[src/rtl/tcse_pkg.sv]
`timescale 1ns / 1ps
`default_nettype none
// ----------------------------------------------------------------------------
// tcse_pkg
// Types, codes and constants shared by the TCP connection state engine.
// ----------------------------------------------------------------------------
package tcse_pkg;

    localparam int ENTRIES_DEF   = 16;
    localparam int IN_DATA_W     = 200;
    localparam int IN_USER_W     = 3;
    localparam int OUT_DATA_W    = 160;
    localparam logic [15:0] PORT_FIRST  = 16'd32768;
    localparam logic [15:0] WIN_RST_DEF = 16'hFFFF;

    typedef enum logic [2:0] {
        OP_SEG     = 3'd0,
        OP_LISTEN  = 3'd1,
        OP_CONNECT = 3'd2,
        OP_CLOSE   = 3'd3,
        OP_ABORT   = 3'd4,
        OP_NONE    = 3'd5
    } t_op;

    typedef enum logic [2:0] {
        RC_OK      = 3'd0,
        RC_BADSUM  = 3'd1,
        RC_OOS     = 3'd2,
        RC_NOPORT  = 3'd3,
        RC_EXISTS  = 3'd4,
        RC_FULL    = 3'd5
    } t_rcode;

    typedef enum logic [2:0] {
        K_NONE   = 3'd0,
        K_SYN    = 3'd1,
        K_SYNACK = 3'd2,
        K_ACK    = 3'd3,
        K_FIN    = 3'd4,
        K_RST    = 3'd5
    } t_kind;

    typedef enum logic [3:0] {
        ST_CLOSE      = 4'd0,
        ST_LISTEN     = 4'd1,
        ST_SYN_SENT   = 4'd2,
        ST_SYN_RECV   = 4'd3,
        ST_ESTAB      = 4'd4,
        ST_FW1        = 4'd5,
        ST_FW2        = 4'd6,
        ST_CLOSING    = 4'd7,
        ST_TIME_WAIT  = 4'd8,
        ST_CLOSE_WAIT = 4'd9
    } t_conn_state;

    typedef enum logic [2:0] {
        B_IDLE, B_LOOK, B_SEARCH, B_READ, B_EXEC
    } t_back_state;

    typedef struct packed {
        t_op         op;
        logic [15:0] lport;
        logic [15:0] rport;
        logic [31:0] rip;
        logic [31:0] seq;
        logic [31:0] ack;
        logic [3:0]  flags;
        logic [15:0] pwin;
        logic [15:0] len;
        logic        cksum_ok;
        logic [31:0] iss;
    } t_item;

    typedef struct packed {
        logic [15:0] peer_port;
        logic [31:0] peer_ip;
        logic [31:0] snd_una;
        logic [31:0] rcv_next;
        logic [15:0] snd_win;
        t_conn_state state;
    } t_record;

    typedef struct packed {
        logic [3:0]  state;
        logic [3:0]  slot;
        logic [15:0] win;
        logic [31:0] ip;
        logic [15:0] dport;
        logic [15:0] sport;
        logic [31:0] ack;
        logic [31:0] seq;
        logic [2:0]  kind;
        logic [2:0]  code;
    } t_result;

endpackage
`default_nettype wire

[src/rtl/tcse_front.sv]
`timescale 1ns / 1ps
`default_nettype none
// ----------------------------------------------------------------------------
// tcse_front
// Accepts command items, decodes the command and registers the item.
// ----------------------------------------------------------------------------
module tcse_front (
    input  wire logic                           i_clk,
    input  wire logic                           i_rst_n,
    input  wire logic                           i_valid,
    output logic                                o_ready,
    input  wire logic [tcse_pkg::IN_DATA_W-1:0] i_data,
    input  wire logic [tcse_pkg::IN_USER_W-1:0] i_user,
    output logic                                o_valid,
    input  wire logic                           i_ready,
    output tcse_pkg::t_item                     o_item
);
    import tcse_pkg::*;

    logic  r_valid;
    t_item r_item;
    t_item n_item;

    always_comb begin
        case (i_user)
            OP_SEG:     n_item.op = OP_SEG;
            OP_LISTEN:  n_item.op = OP_LISTEN;
            OP_CONNECT: n_item.op = OP_CONNECT;
            OP_CLOSE:   n_item.op = OP_CLOSE;
            OP_ABORT:   n_item.op = OP_ABORT;
            default:    n_item.op = OP_NONE;
        endcase
        n_item.lport    = i_data[15:0];
        n_item.rport    = i_data[31:16];
        n_item.rip      = i_data[63:32];
        n_item.seq      = i_data[95:64];
        n_item.ack      = i_data[127:96];
        n_item.flags    = i_data[131:128];
        n_item.pwin     = i_data[147:132];
        n_item.len      = i_data[163:148];
        n_item.cksum_ok = i_data[164];
        n_item.iss      = i_data[196:165];
    end

    assign o_ready = !r_valid || i_ready;
    assign o_valid = r_valid;
    assign o_item  = r_item;

    always_ff @(posedge i_clk) begin
        if (!i_rst_n) begin
            r_valid <= 1'b0;
        end else if (o_ready) begin
            r_valid <= i_valid;
        end
    end

    always_ff @(posedge i_clk) begin
        if (o_ready && i_valid) begin
            r_item <= n_item;
        end
    end

endmodule
`default_nettype wire

[src/rtl/tcse_queue.sv]
`timescale 1ns / 1ps
`default_nettype none
// ----------------------------------------------------------------------------
// tcse_queue
// Two-entry queue between the decode front and the table back end.
// ----------------------------------------------------------------------------
module tcse_queue (
    input  wire logic  i_clk,
    input  wire logic  i_rst_n,
    input  wire logic  i_push,
    input  tcse_pkg::t_item i_item,
    output logic       o_full,
    input  wire logic  i_pop,
    output logic       o_valid,
    output tcse_pkg::t_item o_item
);
    import tcse_pkg::*;

    t_item      r_mem [2];
    logic       r_wptr;
    logic       r_rptr;
    logic [1:0] r_cnt;

    assign o_full  = (r_cnt == 2'd2);
    assign o_valid = (r_cnt != 2'd0);
    assign o_item  = r_mem[r_rptr];

    always_ff @(posedge i_clk) begin
        if (!i_rst_n) begin
            r_wptr <= 1'b0;
            r_rptr <= 1'b0;
            r_cnt  <= 2'd0;
        end else begin
            if (i_push) begin
                r_wptr <= !r_wptr;
            end
            if (i_pop) begin
                r_rptr <= !r_rptr;
            end
            r_cnt <= r_cnt + 2'(i_push) - 2'(i_pop);
        end
    end

    always_ff @(posedge i_clk) begin
        if (i_push) begin
            r_mem[r_wptr] <= i_item;
        end
    end

endmodule
`default_nettype wire

[src/rtl/tcse_back.sv]
`timescale 1ns / 1ps
`default_nettype none
// ----------------------------------------------------------------------------
// tcse_back
// Connection table: port lookup, free-port search and read-modify-write
// of one entry per item, with a registered result.
// ----------------------------------------------------------------------------
module tcse_back #(
    parameter int ENTRIES = tcse_pkg::ENTRIES_DEF
) (
    input  wire logic        i_clk,
    input  wire logic        i_rst_n,
    input  wire logic        i_cfg_we,
    input  wire logic [15:0] i_cfg_wdata,
    input  wire logic        i_valid,
    input  tcse_pkg::t_item  i_item,
    output logic             o_pop,
    output logic             o_valid,
    input  wire logic        i_ready,
    output tcse_pkg::t_result o_result
);
    import tcse_pkg::*;

    localparam int IW = (ENTRIES > 1) ? $clog2(ENTRIES) : 1;

    t_back_state r_state, n_state;
    t_item       r_item;
    logic [15:0] r_port [ENTRIES];
    t_record     r_mem  [ENTRIES];
    t_record     r_rd;
    logic [15:0] r_init_win;
    logic [15:0] r_cand;
    logic        r_found, r_free_found;
    logic [IW-1:0] r_idx, r_free_idx;
    logic        r_out_valid;
    t_result     r_out;

    logic        look_found, look_free, cand_hit;
    logic [IW-1:0] look_idx, look_free_idx;
    logic        exec_go;
    t_result     res;
    t_record     nrec;
    logic        mem_we, port_we;
    logic [IW-1:0] waddr;
    logic [15:0] port_wd;
    t_kind       send;
    logic        drop;

    // lowest-index match and free entry
    always_comb begin
        look_found    = 1'b0;
        look_free     = 1'b0;
        look_idx      = '0;
        look_free_idx = '0;
        cand_hit      = 1'b0;
        for (int k = ENTRIES - 1; k >= 0; k--) begin
            if (r_item.lport != 16'd0 && r_port[k] == r_item.lport) begin
                look_found = 1'b1;
                look_idx   = IW'(k);
            end
            if (r_port[k] == 16'd0) begin
                look_free     = 1'b1;
                look_free_idx = IW'(k);
            end
            if (r_port[k] == r_cand) begin
                cand_hit = 1'b1;
            end
        end
    end

    assign exec_go = (r_state == B_EXEC) && (!r_out_valid || i_ready);

    always_comb begin
        n_state = r_state;
        case (r_state)
            B_IDLE:   if (i_valid) n_state = B_LOOK;
            B_LOOK: begin
                if (r_item.op == OP_LISTEN && r_item.lport == 16'd0) begin
                    n_state = B_SEARCH;
                end else begin
                    n_state = B_READ;
                end
            end
            B_SEARCH: if (!cand_hit) n_state = B_READ;
            B_READ:   n_state = B_EXEC;
            B_EXEC:   if (exec_go) n_state = B_IDLE;
            default:  n_state = B_IDLE;
        endcase
    end

    assign o_pop = (r_state == B_IDLE) && i_valid;

    // execute one command on the entry that was read
    always_comb begin
        res     = '0;
        nrec    = r_rd;
        mem_we  = 1'b0;
        port_we = 1'b0;
        port_wd = 16'd0;
        waddr   = r_idx;
        send    = K_NONE;
        drop    = 1'b0;
        case (r_item.op)
            OP_SEG: begin
                if (!r_item.cksum_ok) begin
                    res.code = RC_BADSUM;
                end else if (!r_found) begin
                    res.code  = RC_NOPORT;
                    res.kind  = K_RST;
                    res.seq   = r_item.ack;
                    res.ack   = r_item.seq + 32'd1;
                    res.sport = r_item.lport;
                    res.dport = r_item.rport;
                    res.ip    = r_item.rip;
                end else if (r_rd.rcv_next != 32'd0 && r_item.seq != r_rd.rcv_next) begin
                    res.code  = RC_OOS;
                    res.slot  = 4'(r_idx);
                    res.state = r_rd.state;
                end else begin
                    mem_we = 1'b1;
                    if (r_item.flags[3] && (r_rd.state inside {ST_SYN_SENT, ST_SYN_RECV,
                            ST_ESTAB, ST_FW1, ST_FW2, ST_CLOSING, ST_CLOSE_WAIT})) begin
                        nrec.rcv_next = r_item.seq;
                        nrec.snd_una  = r_item.ack;
                        drop          = 1'b1;
                    end else begin
                        case (r_rd.state)
                            ST_SYN_SENT: if (r_item.flags[0]) begin
                                nrec.state    = r_item.flags[1] ? ST_ESTAB : ST_SYN_RECV;
                                nrec.rcv_next = r_item.seq + 32'd1;
                                nrec.snd_una  = r_item.ack;
                                send          = K_ACK;
                            end
                            ST_SYN_RECV: if (r_item.flags[1]) begin
                                nrec.state    = ST_ESTAB;
                                nrec.rcv_next = r_item.seq;
                                nrec.snd_una  = r_item.ack;
                            end
                            ST_LISTEN: if (r_item.flags[0]) begin
                                nrec.state     = ST_SYN_RECV;
                                nrec.peer_ip   = r_item.rip;
                                nrec.peer_port = r_item.rport;
                                nrec.rcv_next  = r_item.seq + 32'd1;
                                send           = K_SYNACK;
                            end
                            ST_FW1: begin
                                if (r_item.flags[2]) begin
                                    nrec.state    = r_item.flags[1] ? ST_TIME_WAIT : ST_CLOSING;
                                    nrec.rcv_next = r_item.seq + 32'(r_item.len) + 32'd1;
                                    nrec.snd_una  = r_item.ack;
                                    send          = K_ACK;
                                end else if (r_item.flags[1]) begin
                                    nrec.state    = ST_FW2;
                                    nrec.rcv_next = r_item.seq;
                                    nrec.snd_una  = r_item.ack;
                                end
                            end
                            ST_FW2: if (r_item.flags[2]) begin
                                nrec.state    = ST_TIME_WAIT;
                                nrec.rcv_next = r_item.seq + 32'(r_item.len) + 32'd1;
                                nrec.snd_una  = r_item.ack;
                                send          = K_ACK;
                            end
                            ST_CLOSING: if (r_item.flags[1]) begin
                                nrec.state    = ST_TIME_WAIT;
                                nrec.rcv_next = r_item.seq;
                                nrec.snd_una  = r_item.ack;
                            end
                            ST_CLOSE_WAIT: if (r_item.flags[1]) begin
                                nrec.rcv_next = r_item.seq;
                                nrec.snd_una  = r_item.ack;
                                drop          = 1'b1;
                            end
                            ST_ESTAB: begin
                                nrec.snd_una = r_item.ack;
                                if (r_item.flags[2]) begin
                                    nrec.state    = ST_CLOSE_WAIT;
                                    nrec.rcv_next = r_item.seq + 32'(r_item.len) + 32'd1;
                                    send          = K_FIN;
                                end else begin
                                    nrec.rcv_next = r_item.seq + 32'(r_item.len);
                                    if (r_item.len != 16'd0) send = K_ACK;
                                end
                            end
                            default: ;
                        endcase
                    end
                    res.slot = 4'(r_idx);
                end
            end
            OP_LISTEN, OP_CONNECT: begin
                if (r_found || (r_item.op == OP_CONNECT && r_item.lport == 16'd0)) begin
                    res.code = RC_EXISTS;
                end else if (!r_free_found) begin
                    res.code = RC_FULL;
                end else begin
                    mem_we         = 1'b1;
                    port_we        = 1'b1;
                    port_wd        = r_item.lport;
                    waddr          = r_free_idx;
                    nrec.snd_una   = r_item.iss;
                    nrec.snd_win   = r_init_win;
                    nrec.rcv_next  = 32'd0;
                    res.slot       = 4'(r_free_idx);
                    if (r_item.op == OP_LISTEN) begin
                        nrec.peer_port = 16'd0;
                        nrec.peer_ip   = 32'd0;
                        nrec.state     = ST_LISTEN;
                    end else begin
                        nrec.peer_port = r_item.rport;
                        nrec.peer_ip   = r_item.rip;
                        nrec.state     = ST_SYN_SENT;
                        send           = K_SYN;
                    end
                end
            end
            OP_CLOSE, OP_ABORT: begin
                if (!r_found) begin
                    res.code = RC_NOPORT;
                end else begin
                    mem_we   = 1'b1;
                    res.slot = 4'(r_idx);
                    if (r_item.op == OP_ABORT) begin
                        send = K_RST;
                        drop = 1'b1;
                    end else if (r_rd.state == ST_ESTAB) begin
                        nrec.state = ST_FW1;
                        send       = K_FIN;
                    end else begin
                        drop = 1'b1;
                    end
                end
            end
            default: ;
        endcase
        if (drop) begin
            nrec.state = ST_CLOSE;
            port_we    = 1'b1;
            port_wd    = 16'd0;
        end
        if (mem_we) begin
            res.state = nrec.state;
        end
        if (send != K_NONE) begin
            res.kind  = send;
            res.seq   = nrec.snd_una;
            res.ack   = nrec.rcv_next;
            res.sport = r_item.lport;
            res.dport = nrec.peer_port;
            res.ip    = nrec.peer_ip;
            res.win   = nrec.snd_win;
        end
    end

    assign o_valid  = r_out_valid;
    assign o_result = r_out;

    always_ff @(posedge i_clk) begin
        if (!i_rst_n) begin
            r_state     <= B_IDLE;
            r_out_valid <= 1'b0;
            r_init_win  <= WIN_RST_DEF;
            for (int k = 0; k < ENTRIES; k++) begin
                r_port[k] <= 16'd0;
            end
        end else begin
            r_state <= n_state;
            if (i_cfg_we) begin
                r_init_win <= i_cfg_wdata;
            end
            if (exec_go) begin
                r_out_valid <= 1'b1;
            end else if (i_ready) begin
                r_out_valid <= 1'b0;
            end
            if (exec_go && port_we) begin
                r_port[waddr] <= port_wd;
            end
        end
    end

    always_ff @(posedge i_clk) begin
        if (o_pop) begin
            r_item <= i_item;
        end
        if (r_state == B_LOOK) begin
            r_found      <= look_found;
            r_idx        <= look_idx;
            r_free_found <= look_free;
            r_free_idx   <= look_free_idx;
            r_cand       <= PORT_FIRST;
        end
        // advance the candidate until a port not in the table turns up
        if (r_state == B_SEARCH) begin
            if (cand_hit) begin
                r_cand <= r_cand + 16'd1;
            end else begin
                r_item.lport <= r_cand;
            end
        end
        if (exec_go) begin
            r_out <= res;
        end
    end

    always_ff @(posedge i_clk) begin
        if (r_state == B_READ) begin
            r_rd <= r_mem[r_idx];
        end
        if (exec_go && mem_we) begin
            r_mem[waddr] <= nrec;
        end
    end

endmodule
`default_nettype wire

[src/rtl/tcp_connection_state_engine_core.sv]
`timescale 1ns / 1ps
`default_nettype none
// ----------------------------------------------------------------------------
// tcp_connection_state_engine_core
// TCP connection table and state machine, one result item per command item.
// ----------------------------------------------------------------------------
// Usage:
//   s_axis carries one command item: tuser is the command, tdata the segment
//   header fields and the initial send sequence. m_axis returns one result
//   item per command naming the segment to send. i_cfg_we / i_cfg_wdata set
//   the window given to new connections; write it only while idle.
//   A front stage registers and decodes each item into a two-entry queue;
//   the back end handles one item at a time: pop, port lookup, entry read,
//   execute and write back. A listen on port 0 adds a search step that
//   probes ports from 32768 upward until one not in the table turns up.
//   The back end takes no new item until the current one has been written
//   back to the entry memory.
//   Reset empties the table and sets the window to 65535. If the receiver
//   stalls, the result holds in m_axis; the queue keeps filling, then
//   s_axis_tready drops.
// ----------------------------------------------------------------------------
module tcp_connection_state_engine_core #(
    parameter int ENTRIES = tcse_pkg::ENTRIES_DEF
) (
    input  wire logic                            i_clk,
    input  wire logic                            i_rst_n,
    input  wire logic                            i_cfg_we,
    input  wire logic [15:0]                     i_cfg_wdata,
    input  wire logic                            s_axis_tvalid,
    output logic                                 s_axis_tready,
    // local_port, remote_port, remote_ip, seq_num, ack_num, seg_flags,
    // peer_window, payload_len, checksum_ok, initial_seq
    input  wire logic [tcse_pkg::IN_DATA_W-1:0]  s_axis_tdata,
    // cmd
    input  wire logic [tcse_pkg::IN_USER_W-1:0]  s_axis_tuser,
    output logic                                 m_axis_tvalid,
    input  wire logic                            m_axis_tready,
    // result_code, send_kind, out_seq, out_ack, out_src_port, out_dst_port,
    // out_dst_ip, out_window, slot, conn_state
    output logic [tcse_pkg::OUT_DATA_W-1:0]      m_axis_tdata
);
    import tcse_pkg::*;

    logic    f_valid, q_full, q_valid, q_pop;
    t_item   f_item, q_item;
    t_result res;

    tcse_front u_front (
        .i_clk   (i_clk),
        .i_rst_n (i_rst_n),
        .i_valid (s_axis_tvalid),
        .o_ready (s_axis_tready),
        .i_data  (s_axis_tdata),
        .i_user  (s_axis_tuser),
        .o_valid (f_valid),
        .i_ready (!q_full),
        .o_item  (f_item)
    );

    tcse_queue u_queue (
        .i_clk   (i_clk),
        .i_rst_n (i_rst_n),
        .i_push  (f_valid && !q_full),
        .i_item  (f_item),
        .o_full  (q_full),
        .i_pop   (q_pop),
        .o_valid (q_valid),
        .o_item  (q_item)
    );

    tcse_back #(.ENTRIES(ENTRIES)) u_back (
        .i_clk       (i_clk),
        .i_rst_n     (i_rst_n),
        .i_cfg_we    (i_cfg_we),
        .i_cfg_wdata (i_cfg_wdata),
        .i_valid     (q_valid),
        .i_item      (q_item),
        .o_pop       (q_pop),
        .o_valid     (m_axis_tvalid),
        .i_ready     (m_axis_tready),
        .o_result    (res)
    );

    assign m_axis_tdata = {2'b00, res};

endmodule
`default_nettype wire
[config.mk]
export PLATFORM = sky130hd
export DESIGN_NAME = tcp_connection_state_engine_core
export DESIGN_NICKNAME = d
export VERILOG_FILES = /design/src/rtl/tcse_pkg.sv /design/src/rtl/tcse_front.sv /design/src/rtl/tcse_queue.sv /design/src/rtl/tcse_back.sv /design/src/rtl/tcp_connection_state_engine_core.sv
export SDC_FILE = /design/constraint.sdc
export NUM_CORES = 2
export LEC_CHECK = 0
export ABC_CLOCK_PERIOD_IN_PS = 27500
export BUFFER_PORTS_ARGS = -buffer_cell sky130_fd_sc_hd__clkbuf_2
export CAP_MARGIN = 20
export CORE_MARGIN = 3
export CORE_UTILIZATION = 55
export CTS_CLUSTER_DIAMETER = 80
export DETAILED_ROUTE_END_ITERATION = 10
export MAX_ROUTING_LAYER = met4
export PLACE_DENSITY = 0.72
export SYNTH_ARGS = -nofsm -noshare
export SYNTH_HDL_FRONTEND = slang
export SYNTH_HIERARCHICAL = 1
export SYNTH_SLANG_ARGS = --single-unit
[constraint.sdc]
create_clock -name i_clk -period 27.5 [get_ports i_clk]
set_input_delay 2.75 -clock i_clk [delete_from_list [all_inputs] [get_ports i_clk]]
set_output_delay 2.75 -clock i_clk [all_outputs]
set_load 0.02 [all_outputs]
# Word level (Yosys, flattened, before mapping)
# Memory sizes are Yosys's and may differ from the RTL's. A register that Yosys moved wholly into a read port is not among the register bits.
# Index checks and enable logic that the tools add are counted.
word_totals:
  memories: 3
  in_bits: 224
  latch_bits: 0
  ram_bits: 2768
  out_inout_bits: 162
  register_bits: 609
  romBits: 0
classes:
  n_reduce_logical: 75
  n_eq_ne: 57
  mul: 0
  addsub: 6
  n_bitwise: 0
  muxes: 179
  shift: 0
  div_mod_pow: 0
  n_lt_le_gt_ge: 0
mem_list:
  columns: ["name", "words", "word_bits", "rd", "rd_ports_with_merged_regs", "write_ports", "line", "source"]
  rows:
  - ["u_back.r_mem", 16, 132, 1, 1, 1, "tcse_back.sv:29", "t_record r_mem [ENTRIES];"]
  - ["u_queue.r_mem", 2, 200, 1, 1, 1, "tcse_queue.sv:19", "t_item r_mem [2];"]
  - ["u_back.r_port", 16, 16, 16, 0, 16, "tcse_back.sv:28", "logic [15:0] r_port [ENTRIES];"]
ops:
  columns: ["operator", "count"]
  rows:
  - ["131-bit two-way mux", 4]
  - ["16-bit == test", 32]
  - ["112-bit two-way mux", 3]
  - ["64-bit two-way mux", 5]
  - ["16-bit zero test", 17]
  - ["132-bit two-way mux", 2]
  - ["112-bit case mux with 2 select lines", 1]
  - ["197-bit two-way mux", 1]
  - ["48-bit two-way mux", 4]
  - ["32-bit case mux with 6 select lines", 1]
  - ["16-bit two-way mux", 11]
  - ["4-bit two-way mux", 43]
  - ["32-bit case mux with 5 select lines", 1]
  - ["3-bit two-way mux", 26]
  - ["32-bit by 1-bit adder with 32-bit output, second input constant", 2]
  - ["32-bit two-way mux", 2]
  - ["1-bit two-way mux", 52]
  - ["32-bit by 16-bit adder with 32-bit output", 1]
  - ["32-bit != test", 1]
  - ["16-bit nonzero test", 2]
  - ["32-bit nonzero test", 1]
  - ["3-bit case mux with 5 select lines", 2]
  - ["15-bit OR reduction", 2]
  - ["4-bit case mux with 7 select lines", 1]
  - ["33 further kinds", 100]

# Longest topological paths before layout
# An unclocked memory read counts as a cell.
depth:
  depth_word: 20
  depth_mapped: 15

# Modules after synthesis
# Netlist, hierarchy kept.
modules_own_cells:
  columns: ["mod", "instances", "area_each_um2", "cells_per_inst", "seq_area_each_um2"]
  rows:
  - ["tcse_back", 1, 120687.0, 6702, 86202.7]
  - ["tcse_queue", 1, 14789.2, 643, 12111.6]
  - ["tcse_front", 1, 6080.8, 208, 6025.8]
  - ["tcp_connection_state_engine_core", 1, 28.8, 5, 0.0]

# Least setup slack after synthesis
# No wires, ideal clock.
synth_path:
  path_kind: "input port to flip-flop"
  start: "input port m_axis_tready"
  end: "memory u_back/r_mem[0][0] in the netlist's numbering (enable)"
  t_arrival_ns: 16.289
  required_time_ns: 26.874
  stages: 5
  setup_slack_ns: 10.586
  n_path_buf: 0
  cell_sequence: "nor2b_1 > nor2b_1 > and2_1 > nand2_1 > nor2_1"
synth_via:
  elab_chain_cells: 5
synth_lines:
  columns: ["element", "line", "source"]
  rows:
  - ["from (decl)", "tcp_connection_state_engine_core.sv:37", "input wire logic m_axis_tready,"]
  - ["1-bit logical OR", "tcse_back.sv:71", "assign exec_go = (r_state == B_EXEC) && (!r_out_valid || i_ready);"]
  - ["1-bit logical AND", "tcse_back.sv:71", null]
  - ["via u_back.exec_go", "tcse_back.sv:40", "logic exec_go;"]
  - ["1-bit logical AND", "tcse_back.sv:310", "if (exec_go && mem_we) begin"]
  - ["1-bit two-way mux", "tcse_back.sv:310", null]
  - ["1-bit two-way mux (implied by the code)", "tcse_back.sv:311", "r_mem[waddr] <= nrec;"]
  - ["to (decl)", "tcse_back.sv:29", null]
# The timed path passes the listed nets, and every way through them passes these cells.

# Worst setup path after layout
layout_path:
  start: "register u_back/r_item[183] in the netlist's numbering"
  end: "memory u_back/r_mem[11][106] in the netlist's numbering (enable)"
layout_via:
  elab_chain_cells: 8
  elab_cells_between_ends: 10
  classes_between: "mux (6); reduce/logical (4)"
layout_lines:
  columns: ["element", "line", "source"]
  rows:
  - ["from (decl)", "tcse_back.sv:27", "t_item r_item;"]
  - ["from (signal assigned)", "tcse_back.sv:284", "r_item <= i_item;"]
  - ["16-bit zero test *", "tcse_back.sv:192", "if (r_found || (r_item.op == OP_CONNECT && r_item.lport == 16'd0)) begin"]
  - ["1-bit logical AND *", "tcse_back.sv:192", null]
  - ["1-bit logical OR *", "tcse_back.sv:192", null]
  - ["1-bit two-way mux", "tcse_back.sv:192", null]
  - ["1-bit case mux with 3 select lines", "tcse_back.sv:103", "case (r_item.op)"]
  - ["1-bit logical AND", "tcse_back.sv:310", null]
  - ["1-bit two-way mux", "tcse_back.sv:310", null]
  - ["1-bit two-way mux (implied by the code)", "tcse_back.sv:311", null]
# Every way passes the cells marked *; elsewhere a longest branch is shown, timed or not.

==> impl_results.md <==
* Num rows at 184
* Power Total at 14300 uW
* I/O pin total at 386
* Post-CTS Setup Repair Bufs at 0
* Final Skew at 0.102 ns
* CTS tree: done
* Final Critical Period at 6.50 ns
* Placement Cell Area at 0.146 sq mm
* Area grow syn2layout at 12.2%
* FF-to-FF setup slack at 21.00 ns
* DIE HEIGHT at 510 um
* Core area at 0.252 sq mm
* DP Worst Slack at 20.90 ns
* Worst-skew pair later-pin latency at 0.97 ns
* Average size of a mapped cell at 18.7 sq um
* Hold_buf cts at 0
* Syn Std Cell Area at 0.140 sq mm
* Worst Hold Class: reg2reg
* Final ANT Viol Nets at 0
* CTS Root Cell: clkbuf_16
* Syn Inst Count at 7493
* Via count at 76000
* Power Density at 91.0 mW/mm^2
* Overflow after GRT at 0
* Ys Warns at 6
* # setup viols final at 0
* GR Util All Layers at 0.293
* Hold Vio Cnt, Final at 0
* Worst Setup Start Kind: register
* Full die area at 0.261 sq mm
* WL/cell at 32.1 um
* Routed vias/inst at 6.57
* Total Wirelength at 372 mm
* Global-route wire length before repair at 533 mm
* Leak at 0.0500 uW
* Initial antenna violation count at 7
* Unrepaired setup endpoints after global routing: false
* Max-Cap Viols at 0
* CTS Buf Count at 354
* Setup ws final at 21.00 ns
* DRT iter0 DRCs at 10300
* Status: finished, final reports clean
* Critical path endpoint category: register
* CTS max path bufs at 4
* Effective utilization at floorplan at 0.555
* Port bufs at 364
* GP Congestion at 0.976
* Cts repair resizes at 0
* Setup TNS at 0 ns
* Vias in the first global route at 75400
* Clock sink total at 3446
* H-tree levels at 5
* Drt drc at 0
* Crit path max fanout at 47
* Final Net Count at 8210
* Clock Pin Slew Worst Setup and Hold Paths at 0.06 ns
* Final period util at 0.236
* Worst Max-Slew Pin Slew at 1.20 ns
* DIE WIDTH at 510 um
* Util after Layout at 0.622
* Relative slew slack at 0.199
* Cell area after layout at 0.157 sq mm
* Maximum vdd drop at 0.0765 mV
* Largest net degree at the start of global routing at 162
* CP arrival at 7.05 ns
* Max Slew Vio Count at 0
* Crit path kind: reg2reg
* Worst EP required at 28.05 ns
* Share of layout cells above drive strength 1 at 0.246
* Achievable frequency at 154 MHz
* Drt first pass iters at 6
* Dpl hpwl at 204 mm
## flip-flops by register name (all words and copies together), names as in the netlist, 2 cells and up, named ones only
register           count
u_back/r_mem        2112
u_queue/r_mem        368
u_back/r_port        256
u_back/r_item        184
u_front/o_item       184
u_back/o_result      158
u_back/r_rd          132
u_back/r_cand         16
u_back/r_init_win     16
u_back/r_free_idx      4
u_back/r_idx           4
u_back/r_state         3
u_queue/r_cnt          2
## stage by stage
step	std cells	hold slack (ns)
floorplan	7494	0.421
global placement	10900	0.424
detailed placement	10900	0.430
CTS	11600	0.390
global route	11600	0.410
finish	11600	0.387
## cell type report
| cell class | count | area [sq um] |
|---|---|---|
| sequential | 3446 | 103000 |
| timing repair buffer | 572 | 3650 |
| inverter | 32 | 120 |
| clock buffer | 432 | 9260 |
| fill | 17400 | 95300 |
| antenna | 4 | 10.0 |
| tap | 3348 | 4190 |
| multi-input combinational | 3558 | 35200 |
| clock inverter | 179 | 1710 |
## layout by cell type, fill, tap and decap left out, drive strengths merged, types with 13 or more instances in the layout
cell type  instances
a221o             44
nand3             45
and2              37
o211ai            23
mux4             660
o21ai            144
nand2b            15
nand2            235
inv               48
mux2i             42
buf              206
bufinv            29
clkbuf           798
or2               16
nor2b             38
a221oi            24
nor2             449
dfxtp             58
a31oi             18
a22oi             40
edfxtp          3388
nor3              49
clkinv           127
nand4            159
ha                21
a21o              14
xnor2            461
a22o             155
or3               17
a21oi            128
and3              29
xor2             151
o21a              24
nor4             156
o22ai             13
mux2             206
## layer usage
metal  part of all wire  wire length [um]  track usage  vias up
met4              0.036             13500       0.0948        0
met3              0.090             33500       0.0461      836
met1               0.39            146000        0.405    39700
met2               0.48            179000        0.453     4320
met5                  0                 0            -        -
li1                   -                 -            -    31200
## critical path, stage by stage (launching register included)
cell and delay [ns]:
dfxtp_2 1.04, nor4_1 0.13, and4_1 0.25, buf_4 0.21
or3_1 0.38, a211oi_4 0.25, buf_4 0.61, nand3_1 0.14
o21ai_1 0.40, buf_4 0.25, nand2_1 0.23, nor2_4 0.45
buf_4 0.76, buf_4 0.91
## path summary, 6_finish.rpt
path | start | end | cells after the start
min reg2reg | u_front/o_item[45] | u_queue/r_mem[0][45] | 0
min | u_front/o_item[45] | u_queue/r_mem[0][45] | 0
max | u_back/r_item[183] | u_back/r_mem[11][106] | 13
max reg2reg | u_back/r_item[183] | u_back/r_mem[11][106] | 13
## power by group
part / leakage (uW) / switching (uW) / internal [uW]
Clock: 0.00538 / 1930 / 2660
Combinational: 0.0129 / 1900 / 1160
Sequential: 0.0317 / 234 / 6410
Power figures use the tool's default switching activity.
